$ cat src/hw/rtl/lstg_pkg.sv
// Shared types and constants of the log sweep tone generator.
`default_nettype none

package lstg_pkg;

    // Field widths fixed by the register map and sample format
    localparam int STEP_W      = 32;
    localparam int GROWTH_W    = 32;
    localparam int COUNT_CFG_W = 24;
    localparam int AMP_W       = 15;
    localparam int ROM_W       = 15;
    localparam int SAMPLE_W    = 16;
    localparam int PHASE_W     = 32;
    localparam int CFG_DATA_W  = 32;
    localparam int CFG_IDX_W   = 2;

    // Q2.30 step multiplier: drop this many fraction bits after the product
    localparam int GROWTH_FRAC = 30;

    // Sine table generation constants, Q30
    localparam logic [63:0] HALF_PI_Q30 = 64'd1686629713;
    localparam logic [63:0] ONE_Q30     = 64'd1073741824;

    // Queue between front and back
    localparam int QUEUE_DEPTH = 2;
    localparam int QPTR_W      = 1;
    localparam int QCNT_W      = 2;

    typedef enum logic [CFG_IDX_W-1:0] {
        REG_START_STEP   = 2'd0,
        REG_GROWTH_MULT  = 2'd1,
        REG_SAMPLE_COUNT = 2'd2,
        REG_AMPLITUDE    = 2'd3
    } t_reg_idx;

    // Sweep settings seen by the front
    typedef struct packed {
        logic [STEP_W-1:0]      start_step;
        logic [GROWTH_W-1:0]    growth_mult;
        logic [COUNT_CFG_W-1:0] sample_count;
    } t_front_cfg;

    // One classified tick handed from front to back
    typedef struct packed {
        logic               active;
        logic               last;
        logic [PHASE_W-1:0] phase;
    } t_cmd;

endpackage

`default_nettype wire

$ cat src/hw/rtl/lstg_queue.sv
// Two-entry command queue between sweep front and synthesis back.
`default_nettype none

module lstg_queue
    import lstg_pkg::*;
(
    input  wire logic i_clk,
    input  wire logic i_rst_n,
    input  wire logic i_push_valid,
    input  t_cmd      i_push_cmd,
    output logic      o_push_ready,
    output logic      o_pop_valid,
    output t_cmd      o_pop_cmd,
    input  wire logic i_pop_ready
);

    t_cmd              r_mem [QUEUE_DEPTH];
    logic [QPTR_W-1:0] r_wr_ptr, r_rd_ptr;
    logic [QCNT_W-1:0] r_cnt, n_cnt;
    logic              push, pop;

    assign o_push_ready = r_cnt != QCNT_W'(QUEUE_DEPTH);
    assign o_pop_valid  = r_cnt != '0;
    assign o_pop_cmd    = r_mem[r_rd_ptr];
    assign push         = i_push_valid && o_push_ready;
    assign pop          = o_pop_valid && i_pop_ready;

    always_comb begin
        n_cnt = r_cnt;
        if (push && !pop) begin
            n_cnt = r_cnt + QCNT_W'(1);
        end else if (pop && !push) begin
            n_cnt = r_cnt - QCNT_W'(1);
        end
    end

    always_ff @(posedge i_clk) begin
        if (push) begin
            r_mem[r_wr_ptr] <= i_push_cmd;
        end
    end

    always_ff @(posedge i_clk) begin
        if (!i_rst_n) begin
            r_wr_ptr <= '0;
            r_rd_ptr <= '0;
            r_cnt    <= '0;
        end else begin
            if (push) begin
                r_wr_ptr <= r_wr_ptr + QPTR_W'(1);
            end
            if (pop) begin
                r_rd_ptr <= r_rd_ptr + QPTR_W'(1);
            end
            r_cnt <= n_cnt;
        end
    end

endmodule

`default_nettype wire

$ cat config.mk
export PLATFORM = sky130hd
export DESIGN_NAME = lstg_queue
export DESIGN_NICKNAME = d
export VERILOG_FILES = /design/src/hw/rtl/lstg_pkg.sv /design/src/hw/rtl/lstg_queue.sv
export SDC_FILE = /design/constraint.sdc
export NUM_CORES = 1
export LEC_CHECK = 0
export BUFFER_PORTS_ARGS = -buffer_cell sky130_fd_sc_hd__buf_2
export CORE_MARGIN = 4
export CORE_UTILIZATION = 51
export CTS_CLUSTER_SIZE = 20
export DETAILED_ROUTE_END_ITERATION = 6
export MAX_ROUTING_LAYER = met4
export PLACE_DENSITY = 0.78
export SYNTH_ARGS = -nofsm -noshare
export SYNTH_HDL_FRONTEND = slang
export SYNTH_SLANG_ARGS = --single-unit
export TNS_END_PERCENT = 5
$ cat constraint.sdc
create_clock -name i_clk -period 2.3 [get_ports i_clk]
set_clock_uncertainty 0.15 [all_clocks]
set_input_delay 0.345 -clock i_clk [delete_from_list [all_inputs] [get_ports i_clk]]
set_output_delay 0.345 -clock i_clk [all_outputs]
set_load 0.05 [all_outputs]
# == Yosys cells after proc, flatten, opt, wreduce, memory -nomap -nowiden ==
# Memory sizes are Yosys's and may differ from the RTL's. A register that Yosys moved wholly into a read port is not among the register bits.
# Index checks and enable logic that the tools add are counted.
# totals
ff_bits,4
n_memories,1
ram_bits,68
# memory_table
memory,words,width,rd,rd_ports_with_merged_regs,wr,line,rtl
r_mem,2,34,1,1,1,lstg_queue.sv:17,t_cmd r_mem [QUEUE_DEPTH];
# op_classes
reduce_logical,8
n_eq_ne,1
n_addsub,4
mux,6
# ops
cell,n
$logic_and 1x1->1,4
$mux 1,4
$mux 2,2
$reduce_bool 2->1,2
$add 1x1->1 const B,2
$add 2x1->2 const B,1
$logic_not 1->1,2
$ne 2x2->1 const B,1
$sub 2x1->2 const B,1

# == Logic depth before layout (Yosys ltp) ==
# logic_depth
ltp_word,6
mapped_depth,6

# == Worst setup path after synthesis ==
# Ideal clock, no wire load.
# synth_timing
path_type,flip-flop to flip-flop
from,register r_cnt[0]
to,memory r_mem[1][0] in the netlist's numbering (enable)
path_stages_with_launch,3
path_slack_ns,0.197
t_arrival_ns,1.559
setup_time_ns,0.394
synth_period_minus_slack_ns,2.103
required_ns,1.756
path_cell_list,dfxtp_1 -> nand2b_4 -> and3_1
# synth_between
elab_chain_cells,4
# synth_lines
item,line,rtl
"start, declared",lstg_queue.sv:19,"logic [QCNT_W-1:0] r_cnt, n_cnt;"
"start signal, assigned",lstg_queue.sv:55,r_cnt <= n_cnt;
$ne 2x2->1,lstg_queue.sv:22,assign o_push_ready = r_cnt != QCNT_W'(QUEUE_DEPTH);
via o_push_ready,lstg_queue.sv:11,"output logic o_push_ready,"
$logic_and 1x1->1,lstg_queue.sv:25,assign push = i_push_valid && o_push_ready;
$mux 1,lstg_queue.sv:38,if (push) begin
$mux 1 (not written as such),lstg_queue.sv:39,r_mem[r_wr_ptr] <= i_push_cmd;
"end, declared",lstg_queue.sv:17,
# The timed path passes the listed nets, and every way through them passes these cells.

==> results.yml <==
run_status:
  status: "complete, no violations"
synth:
  synth.mux.area_fraction_pct: 14.2
  ys_ff_latch: 73
  synthTopCellsByArea: "edfxtp_1, mux2_2, dfxtp_1"
  synth.avg_cell_area_um2: 20.7
  synth_compound_area_share_pct: 1.30
  synth-simple-area-share_pct: 2.42
  synth.distinct_cells: 20
  synth_top_area_share_pct: 75.8
  syn_nets: 169
  syn_area_um2: 2690
  yosysTopAreaCell: "edfxtp_1"
  synth_xor_area_share_pct: 0.976
  synthAdderAreaFrac_pct: 0.465
  yosys_warnings: 0
  synth_cells: 130
  synth.yosys.seq_area_share_pct: 79.6
  synth_top_family_by_area: "multiplexers"
grt:
  globalRouteOverflowTotal: 0
  grt_pass1_vias: 1437
  antenna_found_initial: 0
  track_usage_pct: 15.3
  grt_max_degree: 35
  grt_pass1_wl_um: 6900
floorplan:
  coreArea_um2: 5110
  initial_core_util_pct: 52.7
  fp.dieH_um: 80.7
  die_x_um: 80.7
  rows: 26
  ios: 74
  die_area_um2: 6510
sta:
  worst_pin_slew_ns: 0.470
  rsz0062_at_grt: "no"
  max-slew-margin-rel_pct: 68.7
  hold_viol: 0
  fin_crit_ns: 1.98
  hold_ws_ns: 0.0524
  report.final.slew_viol_count: 0
  tns_ns: 0
  setup_viol: 0
  setup_ws_ns: 0.315
  post-route-period-util_pct: 86.3
  max_freq_ghz: 0.504
setup_path:
  cp_data_arrival_time_ns: 1.49
  crit_type: "reg -> out"
  required_ns: 1.80
  crit_fanout: 34
  start_kind: "flip-flop"
  cp-end-kind: "output pin"
layout:
  drive_gt1_share_pct: 57.3
  syn2layout_area_growth_pct: 22.9
  diodes: 0
  fin_area_um2: 3310
  final_core_util_pct: 64.8
  fin_nets: 252
routing:
  drt_iter0_markers: 92
  routed.top_layer: "met4"
  dr_wl_met2_um: 2400
  antenna_left: 0
  wl_met1_um: 1820
  wl_per_cell_um: 15.7
  dr.pass1.iters: 4
  avgViaCountPerCell: 4.87
  wl_um: 4530
  drc: 0
  vias: 1403
  dr_wl_met3_um: 247
placed_design:
  place_ws_ns: 0.598
  dp_hpwl_um: 2860
  gp_congestion: 0.670
  port_buffers: 73
  place_area_um2: 3160
clocking:
  clock_sinks: 73
  cts_max_level: 3
  cts_tree: "built"
  cts_setup_buffers: 0
  ctsResizeCount: 0
  cts_max_path_buffers: 2
  cts_hold_buf: 0
  cts_root_buf: "clkbuf_8"
  cts.clk_slew.worst_paths_ns: 0.07
  clk_latency_ns: 0.32
  cts_buffers: 9
pwr:
  powerDensity_nw_per_um2: 1230
  p_leak_nw: 1.25
  peakVddDrop_mv: 0.942
min_path:
  hp-class: "in -> reg"
job:
  cap_violations: 0
-- metal layers --
layer	track usage, %	up-vias
li1	-	671
met1	17.0	688
met2	25.1	38
met3	3.92	6
met4	8.61	0
met5	-	-
-- cells in the mapped netlist --
| master | number |
|---|---|
| or2_2 | 1 |
| and2_1 | 4 |
| a21boi_1 | 1 |
| nand3b_1 | 1 |
| nand2b_4 | 1 |
| mux2_2 | 34 |
| buf_2 | 2 |
| xor2_1 | 1 |
| and3_1 | 1 |
| buf_4 | 2 |
| or3_1 | 1 |
| inv_1 | 1 |
| ha_1 | 1 |
| a21boi_0 | 1 |
| xnor2_1 | 2 |
| dfxtp_1 | 5 |
| edfxtp_1 | 68 |
| o21ai_0 | 1 |
| a21bo_2 | 1 |
| o21ai_1 | 1 |
-- power by group --
group	total (W)	internal (W)	switching (W)
sequential	0.00173	0.00166	0.0000617
clock	0.000793	0.000379	0.000414
combinational	0.00156	0.000464	0.00109
total	0.00408	0.00251	0.00157
-- area by class of cell --
type | count | area, um^2
clock inverters | 5 | 22.5
repair buffers | 76 | 400
fillers | 394 | 1800
inverters | 1 | 3.75
clock buffers | 11 | 131
multi-input cells | 52 | 522
flip-flops and latches | 73 | 2140
well taps | 70 | 87.6
-- critical path, stage by stage, from the launching register on --
cell and delay [ns]:
dfxtp_1 0.35, buf_12 0.22, mux2_2 0.36, buf_2 0.21
-- metrics by stage --
step / power, W / cells
2_1_floorplan: 0.00298 / 130
3_3_place_gp: 0.00330 / 272
3_5_place_dp: 0.00332 / 272
4_1_cts: 0.00412 / 288
5_1_grt: 0.00428 / 288
6_report: 0.00408 / 288
-- sequential cells by signal (all words and copies together) (netlist names), named ones only --
signal	cells
r_cnt	2
r_mem	68
r_rd_ptr	1
r_wr_ptr	1
-- cells by family after synthesis --
group | count (synthesis)
simple gates | 9
flops | 73
xor+xnor | 3
mux | 34
fa+ha+maj | 1
buf+inv | 5
compound gates | 5
-- path summary, 6_finish.rpt --
path / from / end / slack [ns] / cells past startpoint
worst max-delay path: flip-flop / o_pop_cmd[7] / 0.32 / 3
worst min-delay path: i_push_cmd[26] / r_mem[1][26] / 0.05 / 1
worst max register to register: r_cnt[0] / r_cnt[1] / 0.52 / 5
worst min register to register: r_wr_ptr / r_wr_ptr / 0.43 / 2
-- cells in the final DEF, fill, tap and decap left out, types with 2 or more instances in the layout --
master	instances
clkbuf_8	9
edfxtp_1	68
buf_2	73
dfxtp_1	5
mux2_2	34
and2_1	4
clkbuf_1	2
xnor2_1	2
clkinv_1	2
clkinv_2	3
buf_4	2
No activity file was read; power rests on OpenSTA's default activity.
