### src/hw/rtl/lstg_pkg.sv
// Shared types and constants of the log sweep tone generator.
`default_nettype none

package lstg_pkg;

    // Field widths fixed by the register map and sample format
    localparam int STEP_W      = 32;
    localparam int GROWTH_W    = 32;
    localparam int COUNT_CFG_W = 24;
    localparam int AMP_W       = 15;
    localparam int ROM_W       = 15;
    localparam int SAMPLE_W    = 16;
    localparam int PHASE_W     = 32;
    localparam int CFG_DATA_W  = 32;
    localparam int CFG_IDX_W   = 2;

    // Q2.30 step multiplier: drop this many fraction bits after the product
    localparam int GROWTH_FRAC = 30;

    // Sine table generation constants, Q30
    localparam logic [63:0] HALF_PI_Q30 = 64'd1686629713;
    localparam logic [63:0] ONE_Q30     = 64'd1073741824;

    // Queue between front and back
    localparam int QUEUE_DEPTH = 2;
    localparam int QPTR_W      = 1;
    localparam int QCNT_W      = 2;

    typedef enum logic [CFG_IDX_W-1:0] {
        REG_START_STEP   = 2'd0,
        REG_GROWTH_MULT  = 2'd1,
        REG_SAMPLE_COUNT = 2'd2,
        REG_AMPLITUDE    = 2'd3
    } t_reg_idx;

    // Sweep settings seen by the front
    typedef struct packed {
        logic [STEP_W-1:0]      start_step;
        logic [GROWTH_W-1:0]    growth_mult;
        logic [COUNT_CFG_W-1:0] sample_count;
    } t_front_cfg;

    // One classified tick handed from front to back
    typedef struct packed {
        logic               active;
        logic               last;
        logic [PHASE_W-1:0] phase;
    } t_cmd;

endpackage

`default_nettype wire

### src/hw/rtl/lstg_in_if.sv
// Tick channel: valid/ready handshake carrying the restart flag.
`default_nettype none

interface lstg_in_if;
    logic valid;
    logic ready;
    logic restart;

    modport source (output valid, output restart, input ready);
    modport sink   (input valid, input restart, output ready);
endinterface

`default_nettype wire

### src/hw/rtl/lstg_front.sv
// Sweep front: accepts ticks, advances phase, step and count, classifies each tick.
`default_nettype none

module lstg_front
    import lstg_pkg::*;
#(
    parameter int COUNT_BITS = 24
) (
    input  wire logic   i_clk,
    input  wire logic   i_rst_n,
    lstg_in_if.sink     i_tick,
    input  t_front_cfg  i_cfg,
    output logic        o_push_valid,
    output t_cmd        o_push_cmd,
    input  wire logic   i_push_ready
);

    logic [PHASE_W-1:0]    r_phase, n_phase;
    logic [STEP_W-1:0]     r_step, n_step;
    logic [COUNT_BITS-1:0] r_idx, n_idx;
    logic                  r_run, n_run;

    logic                  accept;
    logic [COUNT_BITS-1:0] count;
    logic [PHASE_W-1:0]    cur_phase;
    logic [STEP_W-1:0]     cur_step;
    logic [COUNT_BITS-1:0] cur_idx;
    logic                  cur_run;
    logic [COUNT_BITS:0]   idx_inc;
    logic                  last;
    logic [STEP_W+GROWTH_W-1:0]       prod;
    logic [STEP_W+GROWTH_W-GROWTH_FRAC-1:0] scaled;
    logic [STEP_W-1:0]     step_upd;

    assign i_tick.ready = i_push_ready;
    assign accept       = i_tick.valid && i_push_ready;
    assign count        = COUNT_BITS'(i_cfg.sample_count);

    always_comb begin
        // restart: clear phase and count, load the start step
        cur_phase = i_tick.restart ? '0 : r_phase;
        cur_step  = i_tick.restart ? i_cfg.start_step : r_step;
        cur_idx   = i_tick.restart ? '0 : r_idx;
        cur_run   = i_tick.restart ? (count != '0) : r_run;

        idx_inc = {1'b0, cur_idx} + (COUNT_BITS+1)'(1);
        last    = idx_inc >= {1'b0, count};

        prod     = cur_step * i_cfg.growth_mult;
        scaled   = prod[STEP_W+GROWTH_W-1:GROWTH_FRAC];
        // saturate a step that no longer fits
        step_upd = (scaled[STEP_W+GROWTH_W-GROWTH_FRAC-1:STEP_W] != '0) ? '1
                                                                         : scaled[STEP_W-1:0];

        n_phase = r_phase;
        n_step  = r_step;
        n_idx   = r_idx;
        n_run   = r_run;
        if (accept) begin
            if (cur_run) begin
                n_phase = cur_phase + cur_step;
                n_step  = step_upd;
                n_idx   = idx_inc[COUNT_BITS-1:0];
                n_run   = !last;
            end else begin
                n_phase = cur_phase;
                n_step  = cur_step;
                n_idx   = cur_idx;
                n_run   = 1'b0;
            end
        end

        o_push_valid      = i_tick.valid;
        o_push_cmd.active = cur_run;
        o_push_cmd.last   = cur_run && last;
        o_push_cmd.phase  = cur_phase;
    end

    always_ff @(posedge i_clk) begin
        if (!i_rst_n) begin
            r_phase <= '0;
            r_step  <= '0;
            r_idx   <= '0;
            r_run   <= 1'b0;
        end else begin
            r_phase <= n_phase;
            r_step  <= n_step;
            r_idx   <= n_idx;
            r_run   <= n_run;
        end
    end

endmodule

`default_nettype wire

### src/flat_wrapper.sv
// flat-port wrapper written by rule: the top's interface ports become plain ports
module lstg_front_flat import lstg_pkg::*;
#(
    parameter int COUNT_BITS = 24
)
  (i_clk, i_rst_n, i_cfg, o_push_valid, o_push_cmd, i_push_ready, i_tick_valid, i_tick_restart, i_tick_ready);
  lstg_in_if i_tick_i ();
  input  wire logic i_clk;
  input  wire logic i_rst_n;
  input  t_front_cfg i_cfg;
  output logic o_push_valid;
  output t_cmd o_push_cmd;
  input  wire logic i_push_ready;
  input wire logic [$bits(i_tick_i.valid)-1:0] i_tick_valid;
  input wire logic [$bits(i_tick_i.restart)-1:0] i_tick_restart;
  output wire logic [$bits(i_tick_i.ready)-1:0] i_tick_ready;
  assign i_tick_i.valid = i_tick_valid;
  assign i_tick_i.restart = i_tick_restart;
  assign i_tick_ready = i_tick_i.ready;
  lstg_front #(.COUNT_BITS(COUNT_BITS)) u_core (.i_clk(i_clk), .i_rst_n(i_rst_n), .i_tick(i_tick_i), .i_cfg(i_cfg), .o_push_valid(o_push_valid), .o_push_cmd(o_push_cmd), .i_push_ready(i_push_ready));
endmodule
### config.mk
export PLATFORM = sky130hd
export DESIGN_NAME = lstg_front_flat
export DESIGN_NICKNAME = d
export VERILOG_FILES = /design/src/hw/rtl/lstg_pkg.sv /design/src/hw/rtl/lstg_in_if.sv /design/src/hw/rtl/lstg_front.sv /design/src/flat_wrapper.sv
export SDC_FILE = /design/constraint.sdc
export NUM_CORES = 2
export LEC_CHECK = 0
export BUFFER_PORTS_ARGS = -buffer_cell sky130_fd_sc_hd__buf_2
export CELL_PAD_IN_SITES_DETAIL_PLACEMENT = 2
export CELL_PAD_IN_SITES_GLOBAL_PLACEMENT = 2
export CORE_MARGIN = 4
export CORE_UTILIZATION = 45
export CTS_CLUSTER_SIZE = 20
export DETAILED_ROUTE_END_ITERATION = 8
export PLACE_DENSITY_LB_ADDON = 0.1
export SLEW_MARGIN = 10
export SYNTH_ARGS = -nofsm -noshare
export SYNTH_HDL_FRONTEND = slang
export SYNTH_SLANG_ARGS = --single-unit
### constraint.sdc
create_clock -name i_clk -period 21.4 [get_ports i_clk]
set_input_delay 2.14 -clock i_clk [delete_from_list [all_inputs] [get_ports i_clk]]
set_output_delay 2.14 -clock i_clk [all_outputs]
set_load 0.02 [all_outputs]
Yosys cells after proc, flatten, opt, wreduce, memory -nomap -nowiden
Index checks and enable logic that the tools add are counted.

Div/mod/pow operators: 0. Muxes and demuxes: 9. Bitwise gates (word level): 0. $mul: 1. Add/sub/neg operators: 2. Order comparisons: 1. Shift-type cells: 0. Reductions and logical operators: 5. Equality and inequality tests: 0.

Operators by type and width (number): 32-bit two-way mux (5); 32-bit by 32-bit multiplier with 64-bit output (1); 24-bit two-way mux (2); 32-bit adder (1); 24-bit by 1-bit adder with 25-bit output, second input constant (1); 25-bit by 24-bit >= comparator with 1-bit output (1); 24-bit nonzero test (1); 1-bit logical AND (2); 1-bit two-way mux (2); 2-bit nonzero test (1); 1-bit logical NOT (1).

Output and inout bits: 36. Bits of input ports: 93. Bits in latches: 0. Bits in writable memories: 0. Bits in registers: 89. Word-level logic and storage cells: 22. ROM bits: 0. Memories: 0.

Depth between registers and ports, before layout
Depth in word-level cells: 5. Depth in mapped cells: 34. Mapped depth without buffers: 28.

Least setup slack after synthesis
Ideal clock, no wire load.

Path kind: input to register. Start: input i_tick_restart. End: register u_core.r_step[17]. Stages on the path: 30. Setup slack: 11.117 ns. Buffers on the path: 5. Library setup time: 0.115 ns. Data arrival time: 10.169 ns. Data required time: 21.285 ns. Cell sequence: buf_6 clkbuf_1 clkbuf_1 mux2_2 clkbuf_1 and2_1 fa_1 fa_1 inv_1 fa_1 fa_1 inv_1 fa_1 fa_1 fa_1 inv_1 fa_1 inv_1 ha_1 clkbuf_1 nand4_1 or2_2 a311oi_1 nor3_1 or4_4 a31oi_1 or3_2 nand3_4 o221a_1 o21a_1.

Word-level cells in the longest chain between the ends: 5. Elaborated cells on any way between the ends: 6. Those cells by class: 1 x mul; 4 x mux; 1 x reduce/logical.

Ends and longest elaborated chain: start: declaration (RTL line flat_wrapper.sv:15) `input wire logic [$bits(i_tick_i.restart)-1:0] i_tick_restart;`; 32-bit two-way mux (RTL line lstg_front.sv:42) `cur_step = i_tick.restart ? i_cfg.start_step : r_step;`; 32-bit by 32-bit multiplier with 64-bit output (RTL line lstg_front.sv:49) `prod = cur_step * i_cfg.growth_mult;`; 2-bit nonzero test (RTL line lstg_front.sv:52) `step_upd = (scaled[STEP_W+GROWTH_W-GROWTH_FRAC-1:STEP_W] != '0) ? '1`; 32-bit two-way mux (RTL line lstg_front.sv:52); 32-bit two-way mux * (RTL line lstg_front.sv:60) `if (cur_run) begin`; end signal: assignment (RTL line lstg_front.sv:87) `r_step <= n_step;`; end: declaration (RTL line lstg_front.sv:19) `logic [STEP_W-1:0] r_step, n_step;`.

Every way passes the cells marked *; elsewhere a longest branch is shown, timed or not. A chain may end at the register's enable or synchronous reset.

Worst setup path after layout
Start: input i_tick_restart. End: register u_core.r_step[22].

Same word-level chain as after synthesis.

==> impl_metrics.toml <==
[job]
cap_viol_max_count = 0

[cts]
insertion_delay_ns = 0.37
htree_levels = 3
root_buffer = "clkbuf_16"
cts_tree = "yes"
cts_buffers = 9
cts_sinks = 89
cts_setup_buffers = 0
cts_hold_buf = 0
cts_resized = 0
ctsLongestPathBuffers = 2
cts.reportedPaths.clkPinSlew_ns = 0.08

[drt]
wl_met2_um = 77500
wl_met3_um = 4580
drtAntennaViolNets = 0
wl_per_cell_um = 25.8
drt-pass1-iter-count = 5
drt_iter0_markers = 1456
via_per_inst = 5.56
m1WireLength_um = 55600
routed-via-count = 31000
post-route-drc-count = 0
top_layer = "met4"
drt-total-wl_um = 144000

[timing]
tightest_slew_ns = 1.07
fmax_mhz = 87.4
maxSlewHeadroom = 0.284
setup_viol = 0
period_minus_slack_ns = 11.44
fin_skew_ns = 0.0159
rsz0062_at_grt = "false"
maxSlewViolCount = 0
hold_viol_final = 0
period_share = 0.535
timing.setup.tns_ns = 0

[status]
status = "completed"

[global_routing]
grt_max_degree = 65
antenna_found_initial = 9
grt_overflow = 0
grt_pass1_vias = 38100
grt_pass1_wl_um = 225000
grtUsageTotal = 0.315

[synthesis]
synth_area_um2 = 39600
synthArstFlopShare = 0
synth_edf_count = 0
yosysSeqAreaShare = 0.0450
synth_fp_nets = 5804
synthDistinctLibCells = 73
synthCells = 4499
synth_seq_cells = 89
ys_warn_count = 0
synth-main-ff-cell = "dfxtp_1"
synth_area_per_cell_um2 = 8.79

[setup_path]
crit_type = "in2reg"
slowest_delay_ns = 0.94
crit_fanout = 40
critPathRequiredTime_ns = 21.63
worst-path-buf-inv = 5
crit_path_start_kind = "primary input"
cp_slowest_cell = "mux2_2"
cp-end-kind = "flop"
reg2reg_depth = 24
crit_family = "adder cells"
path_depth = 26
crit_top_cell = "fa_1"
cp.arrival_ns = 11.67

[cells_and_area]
areaGrowthSynthToFinish_pct = 4.32
fin_nets = 5726
drive_gt1_frac = 0.0542

[placement]
gp_congestion = 0.870
io_buffers = 128
hpwl_um = 118000

[floorplan]
ioPinCount = 129
coreArea_um2 = 87000
start_util = 0.455
fp.dieH_um = 305
rows = 108
dieArea_um2 = 92700
die_w_um = 305

[worst_hold_path]
hold_class = "reg2reg"
holdPathStages = 2
==> cell families after synthesis <==
group / count (synthesis) / synth area share
AND/OR/NAND/NOR: 1478 / 0.191
adder cells (fa/ha/maj): 1212 / 0.553
buffers and inverters: 1167 / 0.112
AO/OA/AOI/OAI: 442 / 0.0726
flip-flops: 89 / 0.0450
XOR/XNOR: 75 / 0.0166
multiplexers: 36 / 0.0102
==> cells in the final DEF (no fill, tap or decap), drive strengths merged, types with 4 or more instances in the layout <==
master	n
inv	911
fa	896
nand2	609
and2	565
ha	316
buf	169
a21oi	116
o21ai	108
nor2b	93
dfxtp	89
nor2	68
xnor2	42
a21o	40
a22oi	40
nand3	37
xor2	33
mux2	32
nand4	31
o221ai	24
nor3	19
o211ai	17
a31oi	15
nand2b	13
o21a	12
a211oi	12
and3	11
o21bai	11
a21boi	11
clkbuf	9
nor4	8
or3	7
and4	6
diode	5
o41ai	4
o31a	4
mux2i	4
==> tightest hold or removal path, delay by kind of cell (launching register included) <==
family / cells / cell delay [ns]
flip-flops: 1 / 0.32
AND/OR/NAND/NOR: 2 / 0.10
==> Yosys cell counts (all sizes together) (32+ instances only) <==
master  instances  area (um^2)
xnor2          42          368
o21ai         108          548
inv           908         3410
a21o           40          300
and2          565         3540
fa            896        17900
dfxtp          89         1780
xor2           33          289
nor2           68          255
ha            316         3950
a22oi          40          300
clkbuf        245          920
mux2           32          360
nand3          37          198
a21oi         116          581
nor2b          93          582
nand2         609         2290
==> final timing paths <==
kind	startpoint	to	slack [ns]
min	u_core.r_step[21]	u_core.r_step[21]	0.45
max reg2reg	u_core.r_step[15]	u_core.r_step[22]	12.24
min reg2reg	u_core.r_step[21]	u_core.r_step[21]	0.45
max	i_tick_restart	u_core.r_step[22]	9.96
==> per-stage QoR <==
step | area [um^2] | hold slack (ns) | std cells | setup WS (ns) | utilization
6_report | 41300 | 0.454 | 5586 | 9.96 | 0.474
2_1_floorplan | 39600 | 0.412 | 4499 | 11.12 | -
4_1_cts | 41300 | 0.453 | 5581 | 9.94 | 0.474
3_5_place_dp | 41000 | 0.436 | 5565 | 9.64 | 0.471
3_3_place_gp | 41000 | 0.427 | 5565 | 9.97 | 0.471
5_1_grt | 41300 | 0.475 | 5584 | 9.50 | 0.474
==> registers in the layout, summed over array words and instances (netlist names) <==
name            flops
u_core.r_run        1
u_core.r_idx       24
u_core.r_step      32
u_core.r_phase     32
==> routing by layer <==
layer  vias to the layer above  GRT usage
met3                       287     0.0311
met5                         -          0
met4                         0      0.128
li1                      13400          -
met2                       660      0.595
met1                     16700      0.365
==> cell type report <==
| class | instances | area, um^2 |
|---|---|---|
| Clock buffer | 9 | 225 |
| Fill cell | 9695 | 45700 |
| Timing Repair Buffer | 169 | 951 |
| Multi-Input combinational cell | 3243 | 33400 |
| Sequential cell | 89 | 1780 |
| Clock inverter | 7 | 73.8 |
| Antenna cell | 5 | 12.5 |
| Tap cell | 1155 | 1450 |
| Inverter | 909 | 3410 |
Power is left out: the tool's default activity adds up to more than one toggle a clock period on the data nets, which glitch-free logic cannot reach.
